===== src/design/was_pkg.sv =====
// ----------------------------------------------------------------------------
// was_pkg
// Types and constants for the weekly alarm scheduler.
// ----------------------------------------------------------------------------
package was_pkg;

  localparam int unsigned DIST_W = 16;
  localparam int unsigned NOW_W  = 14;

  localparam logic [NOW_W-1:0]         MIN_PER_DAY  = 14'd1440;
  localparam logic [NOW_W-1:0]         MIN_PER_HOUR = 14'd60;
  localparam logic signed [DIST_W-1:0] WEEK_WRAP    = 16'sd10079;
  localparam logic [DIST_W-1:0]        DIST_MAX     = 16'hFFFF;
  localparam logic [2:0]               LAST_DAY     = 3'd6;
  localparam logic [2:0]               NO_DAY       = 3'd7;

  typedef enum logic [1:0] {
    ACT_WRITE = 2'd0,
    ACT_TICK  = 2'd1,
    ACT_STOP  = 2'd2,
    ACT_NOP   = 2'd3
  } action_t;

  typedef enum logic [2:0] {
    ST_IDLE,
    ST_NOW,
    ST_LOAD,
    ST_DAY,
    ST_RESP
  } state_t;

  typedef struct packed {
    logic       enabled;
    logic [6:0] days;
    logic [4:0] hour;
    logic [5:0] minute;
  } entry_t;

endpackage


===== src/design/was_if.sv =====
// ----------------------------------------------------------------------------
// was_if
// Request and result channels of the weekly alarm scheduler.
// ----------------------------------------------------------------------------
interface was_in_if;
  logic       valid;
  logic       ready;
  logic [1:0] action;
  logic [2:0] slot;
  logic       alarm_enabled;
  logic [6:0] alarm_days;
  logic [4:0] alarm_hour;
  logic [5:0] alarm_minute;
  logic [4:0] time_hour;
  logic [5:0] time_minute;
  logic [5:0] time_second;
  logic [2:0] weekday;
  logic       rescan;

  modport source (
    output valid, action, slot, alarm_enabled, alarm_days, alarm_hour, alarm_minute,
           time_hour, time_minute, time_second, weekday, rescan,
    input  ready
  );
  modport sink (
    input  valid, action, slot, alarm_enabled, alarm_days, alarm_hour, alarm_minute,
           time_hour, time_minute, time_second, weekday, rescan,
    output ready
  );
endinterface

interface was_out_if;
  logic       valid;
  logic       ready;
  logic       next_found;
  logic [2:0] next_slot;
  logic [2:0] next_weekday;
  logic       ringing;
  logic       ring_started;

  modport source (
    output valid, next_found, next_slot, next_weekday, ringing, ring_started,
    input  ready
  );
  modport sink (
    input  valid, next_found, next_slot, next_weekday, ringing, ring_started,
    output ready
  );
endinterface


===== src/design/weekly_alarm_scheduler.sv =====
// ----------------------------------------------------------------------------
// weekly_alarm_scheduler
// Weekly alarm table with nearest-alarm search and ring control.
// ----------------------------------------------------------------------------
// One request is handled at a time and every request returns one result.
// A time tick that needs no rescan goes from idle straight to the result
// state. A write, a stop, or a tick that rescans walks the table one
// slot-day pair per cycle, after a load state per slot, through a single
// add, wrap and compare unit; its result follows a final load state.
// The request side is ready again once the result is loaded into the output
// register; a result still waiting there holds the next request back only
// at its own result stage.
module weekly_alarm_scheduler #(
  parameter int unsigned ALARM_SLOTS = 5
) (
  input  logic clk,
  input  logic rst_n,
  was_in_if.sink    in_ch,
  was_out_if.source out_ch
);

  localparam int unsigned IDX_W = (ALARM_SLOTS > 1) ? $clog2(ALARM_SLOTS) : 1;
  localparam int unsigned CNT_W = $clog2(ALARM_SLOTS + 1);
  localparam logic [3:0]  SLOTS_4 = 4'(ALARM_SLOTS);
  localparam logic [CNT_W-1:0] SLOTS_CNT = CNT_W'(ALARM_SLOTS);

  was_pkg::state_t state_r, state_nxt;

  was_pkg::entry_t table_r [ALARM_SLOTS];
  logic             tbl_we;
  logic [IDX_W-1:0] tbl_idx;
  was_pkg::entry_t  tbl_wdata;

  logic [4:0] cur_hour_r, cur_hour_nxt;
  logic [5:0] cur_min_r, cur_min_nxt;
  logic [2:0] cur_wday_r, cur_wday_nxt;

  logic       chosen_valid_r, chosen_valid_nxt;
  logic [2:0] chosen_slot_r, chosen_slot_nxt;
  logic [2:0] chosen_day_r, chosen_day_nxt;
  logic [6:0] chosen_days_r, chosen_days_nxt;
  logic [4:0] chosen_hour_r, chosen_hour_nxt;
  logic [5:0] chosen_min_r, chosen_min_nxt;
  logic       ring_r, ring_nxt;
  logic       started_r, started_nxt;

  logic [was_pkg::NOW_W-1:0]         now_r, now_nxt;
  logic [was_pkg::DIST_W-1:0]        best_r, best_nxt;
  logic signed [was_pkg::DIST_W-1:0] base_r, base_nxt;
  logic [was_pkg::NOW_W-1:0]         day_off_r, day_off_nxt;
  logic [2:0]                        day_r, day_nxt;
  logic [CNT_W-1:0]                  slot_cnt_r, slot_cnt_nxt;
  was_pkg::entry_t                   ent_r, ent_nxt;

  logic       out_valid_r, out_valid_nxt;
  logic       out_found_r, out_found_nxt;
  logic [2:0] out_slot_r, out_slot_nxt;
  logic [2:0] out_wday_r, out_wday_nxt;
  logic       out_ring_r, out_ring_nxt;
  logic       out_started_r, out_started_nxt;

  logic            accept;
  logic            go_scan;
  logic            out_free;
  was_pkg::action_t act;

  // tick evaluation against the chosen alarm
  logic day_on, match, ring_after, tick_start, tick_stop, tick_scan;

  // shared distance unit
  logic signed [was_pkg::DIST_W-1:0] dist_raw, dist_wrap;
  logic                              cand, better;

  assign in_ch.ready = (state_r == was_pkg::ST_IDLE);
  assign accept      = in_ch.valid && in_ch.ready;
  assign act         = was_pkg::action_t'(in_ch.action);
  assign out_free    = !out_valid_r || out_ch.ready;

  assign day_on     = (in_ch.weekday != was_pkg::NO_DAY) && chosen_days_r[in_ch.weekday];
  assign match      = chosen_valid_r && day_on && (chosen_hour_r == in_ch.time_hour) &&
                      (chosen_min_r == in_ch.time_minute);
  assign ring_after = ring_r || (match && (in_ch.time_second == 6'd0));
  assign tick_start = ring_after && match && !ring_r;
  assign tick_stop  = ring_after && !match;
  assign tick_scan  = tick_stop || (in_ch.rescan && !tick_start);

  always_comb begin
    case (act)
      was_pkg::ACT_WRITE: go_scan = 1'b1;
      was_pkg::ACT_TICK:  go_scan = tick_scan;
      was_pkg::ACT_STOP:  go_scan = 1'b1;
      default:            go_scan = 1'b0;
    endcase
  end

  assign dist_raw  = base_r + $signed({2'b00, day_off_r});
  assign dist_wrap = dist_raw[was_pkg::DIST_W-1] ? dist_raw + was_pkg::WEEK_WRAP : dist_raw;
  assign cand      = ent_r.enabled && ent_r.days[day_r];
  assign better    = cand && ($unsigned(dist_wrap) < best_r);

  // next state
  always_comb begin
    state_nxt = state_r;
    case (state_r)
      was_pkg::ST_IDLE: begin
        if (accept) state_nxt = go_scan ? was_pkg::ST_NOW : was_pkg::ST_RESP;
      end
      was_pkg::ST_NOW:  state_nxt = was_pkg::ST_LOAD;
      was_pkg::ST_LOAD: begin
        state_nxt = (slot_cnt_r == SLOTS_CNT) ? was_pkg::ST_RESP : was_pkg::ST_DAY;
      end
      was_pkg::ST_DAY: begin
        if (day_r == was_pkg::LAST_DAY) state_nxt = was_pkg::ST_LOAD;
      end
      was_pkg::ST_RESP: begin
        if (out_free) state_nxt = was_pkg::ST_IDLE;
      end
      default:          state_nxt = was_pkg::ST_IDLE;
    endcase
  end

  // datapath and outputs
  always_comb begin
    tbl_we           = 1'b0;
    tbl_idx          = in_ch.slot[IDX_W-1:0];
    tbl_wdata        = '{enabled: in_ch.alarm_enabled, days: in_ch.alarm_days,
                         hour: in_ch.alarm_hour, minute: in_ch.alarm_minute};
    cur_hour_nxt     = cur_hour_r;
    cur_min_nxt      = cur_min_r;
    cur_wday_nxt     = cur_wday_r;
    chosen_valid_nxt = chosen_valid_r;
    chosen_slot_nxt  = chosen_slot_r;
    chosen_day_nxt   = chosen_day_r;
    chosen_days_nxt  = chosen_days_r;
    chosen_hour_nxt  = chosen_hour_r;
    chosen_min_nxt   = chosen_min_r;
    ring_nxt         = ring_r;
    started_nxt      = started_r;
    now_nxt          = now_r;
    best_nxt         = best_r;
    base_nxt         = base_r;
    day_off_nxt      = day_off_r;
    day_nxt          = day_r;
    slot_cnt_nxt     = slot_cnt_r;
    ent_nxt          = ent_r;
    out_valid_nxt    = out_valid_r && !out_ch.ready;
    out_found_nxt    = out_found_r;
    out_slot_nxt     = out_slot_r;
    out_wday_nxt     = out_wday_r;
    out_ring_nxt     = out_ring_r;
    out_started_nxt  = out_started_r;

    case (state_r)
      was_pkg::ST_IDLE: begin
        if (accept) begin
          started_nxt = 1'b0;
          case (act)
            was_pkg::ACT_WRITE: begin
              tbl_we = ({1'b0, in_ch.slot} < SLOTS_4);
            end
            was_pkg::ACT_TICK: begin
              cur_hour_nxt = in_ch.time_hour;
              cur_min_nxt  = in_ch.time_minute;
              cur_wday_nxt = in_ch.weekday;
              ring_nxt     = ring_after && !tick_stop;
              started_nxt  = tick_start;
            end
            was_pkg::ACT_STOP: begin
              ring_nxt = 1'b0;
            end
            default: begin
            end
          endcase
        end
      end
      was_pkg::ST_NOW: begin
        now_nxt          = cur_wday_r * was_pkg::MIN_PER_DAY +
                           cur_hour_r * was_pkg::MIN_PER_HOUR +
                           was_pkg::NOW_W'(cur_min_r) + 14'd1;
        best_nxt         = was_pkg::DIST_MAX;
        chosen_valid_nxt = 1'b0;
        chosen_slot_nxt  = 3'd0;
        chosen_day_nxt   = 3'd0;
        slot_cnt_nxt     = '0;
      end
      was_pkg::ST_LOAD: begin
        ent_nxt     = table_r[slot_cnt_r[IDX_W-1:0]];
        // time of day of the entry, relative to the search start
        base_nxt    = $signed(was_pkg::DIST_W'(table_r[slot_cnt_r[IDX_W-1:0]].hour) *
                              was_pkg::DIST_W'(was_pkg::MIN_PER_HOUR) +
                              was_pkg::DIST_W'(table_r[slot_cnt_r[IDX_W-1:0]].minute) -
                              was_pkg::DIST_W'(now_r));
        day_nxt     = 3'd0;
        day_off_nxt = '0;
      end
      was_pkg::ST_DAY: begin
        if (better) begin
          best_nxt         = $unsigned(dist_wrap);
          chosen_valid_nxt = 1'b1;
          chosen_slot_nxt  = 3'(slot_cnt_r);
          chosen_day_nxt   = day_r;
          chosen_days_nxt  = ent_r.days;
          chosen_hour_nxt  = ent_r.hour;
          chosen_min_nxt   = ent_r.minute;
        end
        day_nxt     = day_r + 3'd1;
        day_off_nxt = day_off_r + was_pkg::MIN_PER_DAY;
        if (day_r == was_pkg::LAST_DAY) slot_cnt_nxt = slot_cnt_r + CNT_W'(1);
      end
      was_pkg::ST_RESP: begin
        if (out_free) begin
          out_valid_nxt   = 1'b1;
          out_found_nxt   = chosen_valid_r;
          out_slot_nxt    = chosen_slot_r;
          out_wday_nxt    = chosen_day_r;
          out_ring_nxt    = ring_r;
          out_started_nxt = started_r;
        end
      end
      default: begin
      end
    endcase
  end

  always_ff @(posedge clk) begin
    if (!rst_n) begin
      state_r        <= was_pkg::ST_IDLE;
      for (int i = 0; i < ALARM_SLOTS; i++) table_r[i] <= '0;
      cur_hour_r     <= '0;
      cur_min_r      <= '0;
      cur_wday_r     <= '0;
      chosen_valid_r <= 1'b0;
      chosen_slot_r  <= '0;
      chosen_day_r   <= '0;
      ring_r         <= 1'b0;
      started_r      <= 1'b0;
      out_valid_r    <= 1'b0;
    end else begin
      state_r        <= state_nxt;
      if (tbl_we) table_r[tbl_idx] <= tbl_wdata;
      cur_hour_r     <= cur_hour_nxt;
      cur_min_r      <= cur_min_nxt;
      cur_wday_r     <= cur_wday_nxt;
      chosen_valid_r <= chosen_valid_nxt;
      chosen_slot_r  <= chosen_slot_nxt;
      chosen_day_r   <= chosen_day_nxt;
      ring_r         <= ring_nxt;
      started_r      <= started_nxt;
      out_valid_r    <= out_valid_nxt;
    end
  end

  always_ff @(posedge clk) begin
    chosen_days_r <= chosen_days_nxt;
    chosen_hour_r <= chosen_hour_nxt;
    chosen_min_r  <= chosen_min_nxt;
    now_r         <= now_nxt;
    best_r        <= best_nxt;
    base_r        <= base_nxt;
    day_off_r     <= day_off_nxt;
    day_r         <= day_nxt;
    slot_cnt_r    <= slot_cnt_nxt;
    ent_r         <= ent_nxt;
    out_found_r   <= out_found_nxt;
    out_slot_r    <= out_slot_nxt;
    out_wday_r    <= out_wday_nxt;
    out_ring_r    <= out_ring_nxt;
    out_started_r <= out_started_nxt;
  end

  assign out_ch.valid        = out_valid_r;
  assign out_ch.next_found   = out_found_r;
  assign out_ch.next_slot    = out_slot_r;
  assign out_ch.next_weekday = out_wday_r;
  assign out_ch.ringing      = out_ring_r;
  assign out_ch.ring_started = out_started_r;

endmodule

===== src/flat_wrapper.sv =====
// flat-port wrapper written by rule: the top's interface ports become plain ports
module weekly_alarm_scheduler_flat 
#(
  parameter int unsigned ALARM_SLOTS = 5
)
  (clk, rst_n, in_ch_valid, in_ch_action, in_ch_slot, in_ch_alarm_enabled, in_ch_alarm_days, in_ch_alarm_hour, in_ch_alarm_minute, in_ch_time_hour, in_ch_time_minute, in_ch_time_second, in_ch_weekday, in_ch_rescan, in_ch_ready, out_ch_valid, out_ch_next_found, out_ch_next_slot, out_ch_next_weekday, out_ch_ringing, out_ch_ring_started, out_ch_ready);
  was_in_if in_ch_i ();
  was_out_if out_ch_i ();
  input  logic clk;
  input  logic rst_n;
  input wire logic [$bits(in_ch_i.valid)-1:0] in_ch_valid;
  input wire logic [$bits(in_ch_i.action)-1:0] in_ch_action;
  input wire logic [$bits(in_ch_i.slot)-1:0] in_ch_slot;
  input wire logic [$bits(in_ch_i.alarm_enabled)-1:0] in_ch_alarm_enabled;
  input wire logic [$bits(in_ch_i.alarm_days)-1:0] in_ch_alarm_days;
  input wire logic [$bits(in_ch_i.alarm_hour)-1:0] in_ch_alarm_hour;
  input wire logic [$bits(in_ch_i.alarm_minute)-1:0] in_ch_alarm_minute;
  input wire logic [$bits(in_ch_i.time_hour)-1:0] in_ch_time_hour;
  input wire logic [$bits(in_ch_i.time_minute)-1:0] in_ch_time_minute;
  input wire logic [$bits(in_ch_i.time_second)-1:0] in_ch_time_second;
  input wire logic [$bits(in_ch_i.weekday)-1:0] in_ch_weekday;
  input wire logic [$bits(in_ch_i.rescan)-1:0] in_ch_rescan;
  output wire logic [$bits(in_ch_i.ready)-1:0] in_ch_ready;
  output wire logic [$bits(out_ch_i.valid)-1:0] out_ch_valid;
  output wire logic [$bits(out_ch_i.next_found)-1:0] out_ch_next_found;
  output wire logic [$bits(out_ch_i.next_slot)-1:0] out_ch_next_slot;
  output wire logic [$bits(out_ch_i.next_weekday)-1:0] out_ch_next_weekday;
  output wire logic [$bits(out_ch_i.ringing)-1:0] out_ch_ringing;
  output wire logic [$bits(out_ch_i.ring_started)-1:0] out_ch_ring_started;
  input wire logic [$bits(out_ch_i.ready)-1:0] out_ch_ready;
  assign in_ch_i.valid = in_ch_valid;
  assign in_ch_i.action = in_ch_action;
  assign in_ch_i.slot = in_ch_slot;
  assign in_ch_i.alarm_enabled = in_ch_alarm_enabled;
  assign in_ch_i.alarm_days = in_ch_alarm_days;
  assign in_ch_i.alarm_hour = in_ch_alarm_hour;
  assign in_ch_i.alarm_minute = in_ch_alarm_minute;
  assign in_ch_i.time_hour = in_ch_time_hour;
  assign in_ch_i.time_minute = in_ch_time_minute;
  assign in_ch_i.time_second = in_ch_time_second;
  assign in_ch_i.weekday = in_ch_weekday;
  assign in_ch_i.rescan = in_ch_rescan;
  assign in_ch_ready = in_ch_i.ready;
  assign out_ch_valid = out_ch_i.valid;
  assign out_ch_next_found = out_ch_i.next_found;
  assign out_ch_next_slot = out_ch_i.next_slot;
  assign out_ch_next_weekday = out_ch_i.next_weekday;
  assign out_ch_ringing = out_ch_i.ringing;
  assign out_ch_ring_started = out_ch_i.ring_started;
  assign out_ch_i.ready = out_ch_ready;
  weekly_alarm_scheduler #(.ALARM_SLOTS(ALARM_SLOTS)) u_core (.clk(clk), .rst_n(rst_n), .in_ch(in_ch_i), .out_ch(out_ch_i));
endmodule

===== config.mk =====
export PLATFORM = sky130hd
export DESIGN_NAME = weekly_alarm_scheduler_flat
export DESIGN_NICKNAME = d
export VERILOG_FILES = /design/src/design/was_pkg.sv /design/src/design/was_if.sv /design/src/design/weekly_alarm_scheduler.sv /design/src/flat_wrapper.sv
export SDC_FILE = /design/constraint.sdc
export NUM_CORES = 1
export LEC_CHECK = 0
export BUFFER_PORTS_ARGS = -buffer_cell sky130_fd_sc_hd__buf_4
export CAP_MARGIN = 10
export CORE_UTILIZATION = 55
export CTS_BUF_LIST = sky130_fd_sc_hd__clkbuf_8
export DETAILED_ROUTE_END_ITERATION = 10
export PLACE_DENSITY_LB_ADDON = 0.12
export SYNTH_ARGS = -nofsm -noshare
export SYNTH_HDL_FRONTEND = slang
export SYNTH_SLANG_ARGS = --single-unit
export TNS_END_PERCENT = 20

===== constraint.sdc =====
create_clock -name clk -period 7.8 [get_ports clk]
set_input_delay 1.56 -clock clk [delete_from_list [all_inputs] [get_ports clk]]
set_output_delay 1.56 -clock clk [all_outputs]
set_load 0.01 [all_outputs]

* After elaboration in Yosys (flattened, before gate mapping)
Memories as Yosys holds them, arrays and structs flattened. A register that Yosys moved wholly into a read port is not among the register bits.
Cells that the tools add are included.
** Operators by class
- Multiplexer cells :: 39
- $mul :: 3
- Reduce and logical (&&, ||, !) cells :: 39
- Equality and inequality tests :: 15
- Order comparisons :: 4
- Add/sub/neg operators :: 10
** Operator list (number)
- $mux W16 :: 2
- $pmux W16 S2 :: 1
- $mux W3 :: 10
- $pmux W14 S2 :: 1
- $pmux W3 S2 :: 4
- $mux W19 :: 1
- $reduce_or A19 Y1 :: 1
- $mul A5 B4 Y9 const B :: 2
- $add A16 B15 Y16 :: 1
- $add A16 B15 Y16 const B :: 1
- $lt A16 B16 Y1 :: 1
- $sub A16 B14 Y16 :: 1
- $pmux W3 S5 :: 1
- $add A14 B1 Y14 const B :: 1
- $add A14 B11 Y14 :: 1
- $add A14 B11 Y14 const B :: 1
- $add A14 B6 Y14 :: 1
- $logic_and A1 B1 Y1 :: 14
- $mux W1 :: 14
- $add A11 B6 Y12 :: 1
- $reduce_and A2 Y1 :: 5
- $eq A3 B3 Y1 const B :: 3
- $mul A3 B6 Y9 const B :: 1
- $reduce_and A3 Y1 :: 3
- other kinds (21) :: 38
** Storage, ports and cells
- Output and inout bits :: 11
- Input bits :: 49
- Memory bits (writable) :: 95
- Word-level logic and storage cells :: 139
- Register bits :: 139
- Memories kept :: 1
** Memory list
- u_core.table_r :: depth 5, width 19, read ports 1, clocked after memory_dff 1, write ports 5, line weekly_alarm_scheduler.sv:29 : was_pkg::entry_t table_r [ALARM_SLOTS];

* Depth between registers and ports, before layout
Gate-level depths: netlist (run 1).
- Word-level depth :: 17
- Gate-level depth with buffers :: 21
- Depth with buffers taken out :: 19

* Worst setup path before layout (run 1)
Ideal clock, no wire load.
- Path kind :: reg-to-reg
- Start :: register with a tool-made name
- End :: register u_core.base_r[11] (netlist bit) (data pin)
- Slack :: 1.792 ns
- Library setup time :: 0.265 ns
- Required time :: 7.535 ns
- Arrival :: 5.743 ns
- Path buffers :: 2
- Cell stages (with the launch flop) :: 22
- Clock period less this slack :: 6.008 ns
- Cell sequence :: dfxtp_1 > clkbuf_1 > buf_2 > mux4_2 > mux2i_1 > inv_1 > fa_1 > fa_1 > inv_1 > fa_1 > inv_1 > ha_1 > o21ai_0 > a21oi_1 > nand2_1 > xnor2_1 > ha_1 > a21oi_1 > nand2_1 > a41oi_1 > o21bai_1 > xor2_1
** RTL lines
- end signal: assignment :: line weekly_alarm_scheduler.sv:259 : base_r <= base_nxt;
- end: declaration :: line weekly_alarm_scheduler.sv:49 : logic signed [was_pkg::DIST_W-1:0] base_r, base_nxt;

==> results of run 1 <==
==> layout make-up <==
cell class / instances / area, um^2
Tap cell: 341 / 427
Sequential cell: 289 / 8380
Timing Repair Buffer: 73 / 548
Inverter: 91 / 342
Clock inverter: 30 / 184
Multi-Input combinational cell: 798 / 6550
Fill cell: 2089 / 9830
Clock buffer: 56 / 771
==> worst min path at each step <==
stage,endpoint,from,depth (start not counted)
after floorplan,u_core.chosen_hour_r[0],u_core.ent_r[6],0
after global placement,u_core.chosen_hour_r[0],u_core.ent_r[6],0
after detailed placement,u_core.chosen_min_r[3],u_core.ent_r[3],0
after CTS,u_core.chosen_min_r[1],u_core.ent_r[1],0
after global routing,u_core.chosen_hour_r[0],u_core.ent_r[6],0
final,u_core.chosen_hour_r[4],u_core.ent_r[10],0
==> through the flow <==
stage               power [W]  utilization (%)  worst slack, ns  area, um^2
floorplan             0.00316                -             1.79       15400
global placement      0.00347             60.1             1.76       16200
detailed placement    0.00350             60.1             1.59       16200
CTS                   0.00484             63.6             1.54       17200
global route          0.00508             63.6             1.20       17200
finish                0.00479             63.6             1.60       17200
==> Yosys cell counts (all sizes together), types with 19 or more instances <==
master	count
inv	91
nor2	42
edfxtp	259
a21oi	44
dfxtp	30
xnor2	59
xor2	19
mux4	40
nand2	73
and3	26
clkbuf	28
fa	19
and2	81
o21ai	26
ha	100
==> critical path, stage by stage, from the launching register on <==
cell and delay [ns]:
dfxtp_2 0.79, mux4_2 0.58, mux2i_1 0.48, inv_1 0.19, fa_1 0.54, fa_1 0.54
inv_1 0.07, fa_1 0.48, inv_1 0.04, ha_1 0.31, o21ai_0 0.13, a21oi_1 0.25
nor2b_1 0.08, ha_1 0.37, o21a_1 0.14, o21ai_0 0.06, a21oi_1 0.19, a31oi_1 0.13
a311oi_1 0.43, xnor2_1 0.10
==> kinds of logic after synthesis <==
logic type,after synthesis
other cells,1
compound gates,148
simple gates,325
flops,289
buf+inv,127
mux,70
xor+xnor,79
fa+ha+maj,119
==> power groups by stage <==
stage / Clock, W / Combinational [W] / Sequential [W]
2_1_floorplan: 0 / 0.00125 / 0.00191
3_3_place_gp: 0 / 0.00153 / 0.00193
3_5_place_dp: 0 / 0.00156 / 0.00194
4_1_cts: 0.00136 / 0.00158 / 0.00191
5_1_grt: 0.00142 / 0.00175 / 0.00191
6_report: 0.00132 / 0.00157 / 0.00190
==> state kept, by name, summed over array words and instances (netlist names), 3 cells and up, named ones only <==
| name | count |
|---|---|
| u_core.base_r | 16 |
| u_core.best_r | 16 |
| u_core.chosen_day_r | 3 |
| u_core.chosen_days_r | 7 |
| u_core.chosen_hour_r | 5 |
| u_core.chosen_min_r | 6 |
| u_core.chosen_slot_r | 3 |
| u_core.cur_hour_r | 5 |
| u_core.cur_min_r | 6 |
| u_core.cur_wday_r | 3 |
| u_core.day_off_r | 9 |
| u_core.day_r | 3 |
| u_core.ent_r | 19 |
| u_core.now_r | 14 |
| u_core.out_ch.next_slot | 3 |
| u_core.out_ch.next_weekday | 3 |
| u_core.slot_cnt_r | 3 |
| u_core.state_r | 3 |
| u_core.table_r | 152 |
==> layer usage <==
layer	track usage (%)	share of wire [%]
met5	0	0
met4	7.51	2.6
met3	3.39	4.0
met2	38.6	51
met1	28.7	43
==> impl_metrics.json, run 1 <==
{
  "start_kind": "flop",
  "synth_top_family_by_area": "simple AND/OR/NAND/NOR gates",
  "ctsResizeCount": 0,
  "slew_viol_final": 0,
  "final_nets": 1469,
  "synth_adder_area_share_pct": 10.8,
  "rows": 60,
  "p_sw_w": 0.00152,
  "final_cell_mix": "259 x edfxtp_1, 107 x inv_1, 100 x ha_1",
  "period_needed_ns": 6.20,
  "grt_pass1_wl_um": 48500,
  "synth_top_area_share_pct": 51.3,
  "clockPowerShare_pct": 27.5,
  "drive_gt1_share_pct": 16.4,
  "powerDensity_nw_per_um2": 279,
  "final_common_cell": "edfxtp_1",
  "synth_area_leaders": "edfxtp_1 51%, ha_1 8.2%, mux4_2 5.9%, dfxtp_1 4.0%, xnor2_1 3.3%",
  "r2r_end": "u_core.base_r[12]",
  "track_usage_pct": 22.2,
  "whs_ns": 0.429,
  "portBuffers": 59,
  "synth_edf_count": 259,
  "cts_max_path_buffers": 3,
  "ys_async_sr_fraction_pct": 0,
  "placedCellCount": 1592,
  "antenna_left": 0,
  "worstRegToRegCells": 19,
  "peakVddDrop_uv": 223,
  "internal-power_w": 0.00327,
  "routed_wl_um": 30300,
  "ys_types": 67,
  "yosys.area_share.simple_pct": 11.7,
  "fin_crit_sh_pct": 79.5,
  "swShare_pct": 31.7,
  "reg2reg_slack_ns": 1.60,
  "drtIter0Drc": 627,
  "setup-tns-final_ns": 0,
  "ys_ff_latch": 289,
  "areaGrowthSynthToFinish_pct": 13.4,
  "cts_tree": "done",
  "drv_cap": 0,
  "p_comb_share_pct": 32.8,
  "io_pins": 60,
  "muxShareOfSynthArea_pct": 8.02,
  "wl_per_cell_um": 18.0,
  "yosysWarnings": 0,
  "holdCritPathClass": "reg -> reg",
  "syn-cell-area_um2": 15200,
  "ctsHoldBuffers": 0,
  "via_per_inst": 5.42,
  "numCtsBuffers": 48,
  "dpl.hpwl_um": 21000,
  "start_util_pct": 56.1,
  "end_kind": "flop",
  "crit_arrival_ns": 6.49,
  "tightest_slew_ns": 1.01,
  "setup.worst_path.class": "reg -> reg",
  "dieArea_um2": 28300,
  "antenna_found_initial": 0,
  "syn_area_per_cell_um2": 13.1,
  "required_ns": 8.09,
  "grt_max_degree": 36,
  "fmax_mhz": 161,
  "synthFlopType": "edfxtp_1",
  "crit_path_end": "u_core.base_r[12]",
  "first_pass_iters": 5,
  "place_congestion": 0.835,
  "synth-xor-area-share_pct": 4.77,
  "cts_root_buffer": "clkbuf_8",
  "cts.htree.levels": 2,
  "setup_viol": 0,
  "num_vias": 9099,
  "skew_ns": 0.0224,
  "rsz0062_at_grt": "false",
  "clkLatencyLatePin_ns": 0.57,
  "slew_headroom_pct": 32.5,
  "diodes": 0,
  "core_area_um2": 27000,
  "cts_setup_buffers": 0,
  "cts.sinks": 289,
  "crit_fanout": 20,
  "clkTransAtPathRegs_ns": 0.06,
  "overflow": 0,
  "ys_seq_area_share_pct": 55.2,
  "synth_top_cell_by_area": "edfxtp_1",
  "final-hold-violation-count": 0,
  "power_frac_seq_pct": 39.7,
  "synth_compound_area_share_pct": 6.33,
  "die_h_um": 168,
  "fin_cells": 1678,
  "grt_pass1_vias": 9316,
  "p_leak_nw": 7.10,
  "fp.dieW_um": 168,
  "drcViolationCount": 0,
  "status": "finished, final reports clean",
  "synthCells": 1158
}
Note: power is estimated with default switching activity, not from simulation.
==> inputs of run 2 (changes only) <==
==> constraint.sdc (replaced) <==
create_clock -name clk -period 5.9 [get_ports clk]
set_input_delay 1.18 -clock clk [delete_from_list [all_inputs] [get_ports clk]]
set_output_delay 1.18 -clock clk [all_outputs]
set_load 0.01 [all_outputs]
==> run 2 against run 1 <==
Effect of this change: sequential power up 32%; critical endpoint is now u_core.base_r[11]; hold slack worse by 0.011 ns; final area up 0.19%; first-iteration DRC count down 8.6%.
==> impl_metrics.json, run 2 (same netlist as run 1, synthesis figures left out) <==
{
  "status": "finished, final reports clean",
  "powerDensity_nw_per_um2": 363,
  "ctsHoldBuffers": 0,
  "via_per_inst": 5.40,
  "cts_tree": "done",
  "final_nets": 1477,
  "grt_max_degree": 36,
  "regMostFlops": "u_core.table_r",
  "drcViolationCount": 0,
  "end_kind": "flop",
  "peakVddDrop_uv": 355,
  "drtIter0Drc": 573,
  "dp_slack_ns": 0.303,
  "diodes": 0,
  "clkLatencyLatePin_ns": 0.58,
  "overflow": 0,
  "crit_arrival_ns": 5.77,
  "slew_viol_final": 0,
  "die_h_um": 168,
  "antenna_left": 0,
  "num_vias": 9113,
  "portBuffers": 59,
  "final_common_cell": "edfxtp_1",
  "track_usage_pct": 21.9,
  "core_area_um2": 27000,
  "p_leak_nw": 7.13,
  "rsz0062_at_grt": "false",
  "grt_pass1_vias": 9378,
  "drive_gt1_share_pct": 17.0,
  "dieArea_um2": 28300,
  "ctsResizeCount": 0,
  "wl_per_cell_um": 17.4,
  "cts.sinks": 289,
  "io_pins": 60,
  "first_pass_iters": 5,
  "numCtsBuffers": 48,
  "rows": 60,
  "slowest_delay_ns": 0.56,
  "cts_max_path_buffers": 3,
  "slew_headroom_pct": 34.4,
  "areaGrowthSynthToFinish_pct": 13.6,
  "period_needed_ns": 5.48,
  "setup.worst_path.class": "reg -> reg",
  "cpMaxStageDelayCell": "mux4_2",
  "final_cell_mix": "259 x edfxtp_1, 108 x inv_1, 100 x ha_1",
  "setup_slack_ns": 0.420,
  "worstRegToRegCells": 19,
  "fmax_mhz": 182,
  "cts_setup_buffers": 0,
  "grt_pass1_wl_um": 47800,
  "fp.dieW_um": 168,
  "place_congestion": 0.822,
  "cts.htree.levels": 2,
  "crit_family": "adder cells",
  "worstPathCellList": "mux4_2, mux2i_2, inv_1, fa_1, fa_1, inv_1, fa_1, inv_1, ha_1, o21ai_0, a21oi_1, nand2_1, xnor2_1, ha_1, a21oi_1, nand2_1, a41oi_1, o21bai_1, xor2_1",
  "min_from": "u_core.ent_r[6]",
  "cp.depth": 19,
  "cts_root_buffer": "clkbuf_8",
  "nFillCells": 2154,
  "final-hold-violation-count": 0,
  "required_ns": 6.19,
  "start_kind": "flop",
  "start_util_pct": 56.1,
  "top_regs": "u_core.table_r (152), u_core.ent_r (19)",
  "routed_wl_um": 29400,
  "crit_fanout": 11,
  "fin_crit_sh_pct": 92.9,
  "setup_viol": 0,
  "tightest_slew_ns": 0.982,
  "largest_reg_flops": 152,
  "skew_ns": 0.0306,
  "hold_depth": 0,
  "clkTransAtPathRegs_ns": 0.06,
  "holdCritPathClass": "reg -> reg",
  "antenna_found_initial": 0,
  "dpl.hpwl_um": 20900,
  "setup-tns-final_ns": 0,
  "path_buf_inv": 3,
  "drv_cap": 0
}
[run 2: metrics by stage]
| step | power, W | util [%] | std cells | cell area (um^2) | hold WS (ns) |
|---|---|---|---|---|---|
| detailed placement | 0.00463 | 60.3 | 1600 | 16300 | 0.407 |
| CTS | 0.00631 | 63.7 | 1689 | 17200 | 0.418 |
| finish | 0.00626 | 63.8 | 1689 | 17200 | 0.418 |
| floorplan | 0.00417 | - | 1214 | 15400 | 0.400 |
| global placement | 0.00459 | 60.3 | 1600 | 16300 | 0.404 |
| global route | 0.00667 | 63.8 | 1689 | 17200 | 0.428 |
[run 2: path summary, 6_finish.rpt]
kind,to,slack [ns]
min,u_core.chosen_hour_r[0],0.42
max reg2reg,u_core.base_r[11],0.42
max,u_core.base_r[11],0.42
min reg2reg,u_core.chosen_hour_r[0],0.42
[run 2: area by class of cell]
class	count	area [um^2]	share of cell area (%)
clock buffers	56	771	4.47
flip-flops and latches	289	8380	48.6
multi-input cells	798	6550	38.0
clock inverters	33	153	0.886
repair buffers	81	608	3.53
well taps	341	427	2.48
inverters	91	342	1.98
[run 2: worst reg2reg max path, delay by kind of cell (launching register included)]
kind,cells,cell delay (ns)
AO/OA/AOI/OAI,5,1.06
flip-flops,1,0.46
AND/OR/NAND/NOR,2,0.18
multiplexers,2,0.79
adder cells (fa/ha/maj),5,2.21
buffers and inverters,3,0.21
XOR/XNOR,2,0.30
[run 2: layer usage]
layer / routed length (um) / track usage (%)
met1: 12800 / 27.4
met2: 14800 / 38.3
met3: 1050 / 3.39
met4: 820 / 8.34
met5: 0 / 0
[run 2: power breakdown]
part / switching, W / total (W) / internal (W) / leakage [nW]
Clock: 0.000796 / 0.00167 / 0.000870 / 0.536
Sequential: 0.0000613 / 0.00251 / 0.00245 / 2.73
Combinational: 0.00115 / 0.00209 / 0.000937 / 3.87
Total: 0.00201 / 0.00626 / 0.00425 / 7.13
==> inputs of run 3 (changes only) <==
--- a/config.mk
+++ b/config.mk
@@ -7,7 +7,10 @@
 export LEC_CHECK = 0
 export BUFFER_PORTS_ARGS = -buffer_cell sky130_fd_sc_hd__buf_4
 export CAP_MARGIN = 10
-export CORE_UTILIZATION = 55
+export CELL_PAD_IN_SITES_DETAIL_PLACEMENT = 0
+export CELL_PAD_IN_SITES_GLOBAL_PLACEMENT = 2
+export CORE_MARGIN = 2
+export CORE_UTILIZATION = 46
 export CTS_BUF_LIST = sky130_fd_sc_hd__clkbuf_8
 export DETAILED_ROUTE_END_ITERATION = 10
 export PLACE_DENSITY_LB_ADDON = 0.12
==> run 3 against run 2 <==
Effect of this change: combinational power about the same; sequential share of layout area down 0.39 points; cell count increased by 6.3%; maximum frequency decreased by 3.0%; setup slack worse by 0.17 ns; hold slack improved by 0.0024 ns; clock skew grew 0.012 ns; flip-flop and latch count did not move; non-clock buffer count increased by 1; highest routed layer unchanged; first-iteration DRC count decreased by 29%; sequential power is essentially flat.
==> impl_metrics.json, run 3 (same netlist as run 1, synthesis figures left out) <==
{
  "hold_depth": 0,
  "dieArea_um2": 34500,
  "place_congestion": 0.794,
  "slew_viol_final": 0,
  "dpl.hpwl_um": 22200,
  "holdCritPathClass": "reg -> reg",
  "cts_tree": "done",
  "largest_reg_flops": 152,
  "cts_max_path_buffers": 3,
  "start_util_pct": 46.6,
  "clockPowerShare_pct": 26.6,
  "drv_cap": 0,
  "min_from": "u_core.ent_r[2]",
  "grt_pass1_wl_um": 49700,
  "final_cell_mix": "259 x edfxtp_1, 112 x inv_1, 100 x ha_1",
  "final_nets": 1480,
  "drtIter0Drc": 409,
  "top_regs": "u_core.table_r (152), u_core.ent_r (19)",
  "cts.sinks": 289,
  "first_pass_iters": 7,
  "clkTransAtPathRegs_ns": 0.06,
  "crit_fanout": 11,
  "regMostFlops": "u_core.table_r",
  "numCtsBuffers": 50,
  "crit_arrival_ns": 5.95,
  "via_per_inst": 5.05,
  "antenna_found_initial": 0,
  "drive_gt1_share_pct": 17.1,
  "power_frac_seq_pct": 39.8,
  "overflow": 0,
  "num_vias": 9066,
  "final_common_cell": "edfxtp_1",
  "holdPathEnd": "u_core.chosen_min_r[2]",
  "placedCellCount": 1702,
  "p_comb_share_pct": 33.6,
  "routed_wl_um": 31200,
  "grt_pass1_vias": 9032,
  "drcViolationCount": 0,
  "slew_headroom_pct": 29.0,
  "slowest_delay_ns": 0.54,
  "reg2reg_slack_ns": 0.25,
  "setup-tns-final_ns": 0,
  "worstPathCellList": "mux4_2, mux2i_2, inv_1, fa_1, fa_1, inv_1, fa_1, inv_1, ha_1, o21ai_0, a21oi_1, nand2_1, xnor2_1, ha_1, a21oi_1, nand2_1, a41oi_1, o21bai_1, xor2_1",
  "fin_crit_sh_pct": 95.7,
  "fin_cells": 1795,
  "whs_ns": 0.420,
  "swShare_pct": 32.9,
  "worstRegToRegCells": 19,
  "grt_max_degree": 36,
  "rows": 66,
  "setup_slack_ns": 0.251,
  "cts.htree.levels": 2,
  "antenna_left": 0,
  "powerDensity_nw_per_um2": 364,
  "p_leak_nw": 7.15,
  "end_kind": "flop",
  "cts_root_buffer": "clkbuf_8",
  "core_area_um2": 32500,
  "required_ns": 6.20,
  "peakVddDrop_uv": 280,
  "r2r_end": "u_core.base_r[11]",
  "setup.worst_path.class": "reg -> reg",
  "die_h_um": 186,
  "track_usage_pct": 18.8,
  "start_kind": "flop",
  "period_needed_ns": 5.65,
  "diodes": 0,
  "rsz0062_at_grt": "false",
  "cpMaxStageDelayCell": "mux4_2",
  "final-hold-violation-count": 0,
  "finalPower_w": 0.00632,
  "skew_ns": 0.0431,
  "dp_slack_ns": 0.175,
  "wl_per_cell_um": 17.4,
  "io_pins": 60,
  "status": "finished, final reports clean",
  "portBuffers": 59,
  "internal-power_w": 0.00424,
  "fmax_mhz": 177,
  "p_sw_w": 0.00208,
  "clkLatencyLatePin_ns": 0.59,
  "setup_viol": 0,
  "areaGrowthSynthToFinish_pct": 14.5,
  "tightest_slew_ns": 1.06,
  "fp.dieW_um": 186
}
-- run 3: cell count changes in the layout (fill, tap and decap cells not counted) --
cell        delta
clkinvlp_4     +1
nor2_1         -1
nor2_2         +1
inv_12         +1
bufinv_16      +1
inv_1          +4
buf_6          +1
clkinv_2       +3
clkinv_8       -1
clkbuf_8       -5
-- run 3: area by class of cell --
cell class / instances / area [um^2]
Sequential cell: 289 / 8380
Multi-Input combinational cell: 798 / 6550
Clock inverter: 42 / 220
Fill cell: 2964 / 15200
Tap cell: 442 / 553
Clock buffer: 51 / 702
Inverter: 91 / 342
Timing Repair Buffer: 82 / 619
-- run 3: metal layers --
metal  share of wire, %  GRT usage, %
met1                 45          25.1
met2                 50          32.5
met3                3.6          2.99
met4                1.6          4.19
met5                  0             0
-- run 3: how the worst max path moves through the flow --
stage	startpoint	to	slack, ns	cells after the start
2_1_floorplan	flop	u_core.base_r[11]	0.13	21
3_3_place_gp	flop	u_core.base_r[12]	0.30	19
3_5_place_dp	flop	u_core.base_r[11]	0.18	19
4_1_cts	flop	u_core.base_r[11]	0.13	19
5_1_grt	flop	u_core.base_r[11]	0.01	19
6_report	flop	u_core.base_r[11]	0.25	19
-- run 3: critical path: cells and delay by family (launching register included) --
| family | cells | cell delay [ns] |
|---|---|---|
| flip-flops | 1 | 0.48 |
| adder cells (fa/ha/maj) | 5 | 2.18 |
| AO/OA/AOI/OAI | 5 | 1.08 |
| multiplexers | 2 | 0.79 |
| XOR/XNOR | 2 | 0.40 |
| AND/OR/NAND/NOR | 2 | 0.18 |
| buffers and inverters | 3 | 0.23 |
-- run 3: through the flow --
step	area [um^2]	utilization, %
6_report	17400	53.4
5_1_grt	17400	53.4
4_1_cts	17400	53.4
2_1_floorplan	15400	-
3_5_place_dp	16400	50.5
3_3_place_gp	16400	50.5
-- run 3: repair_timing --
action | CTS | global route
setup endpoints to repair | 0 | 5
buffers inserted | 0 | 0
gates resized for setup | 0 | 3
hold buffers | 0 | 0
-- run 3: power by group through the flow --
| stage | Clock, W | Sequential, W | Combinational [W] |
|---|---|---|---|
| 3_5_place_dp | 0 | 0.00256 | 0.00212 |
| 4_1_cts | 0.00173 | 0.00252 | 0.00214 |
| 2_1_floorplan | 0 | 0.00252 | 0.00165 |
| 3_3_place_gp | 0 | 0.00255 | 0.00211 |
| 5_1_grt | 0.00183 | 0.00253 | 0.00241 |
| 6_report | 0.00168 | 0.00251 | 0.00212 |
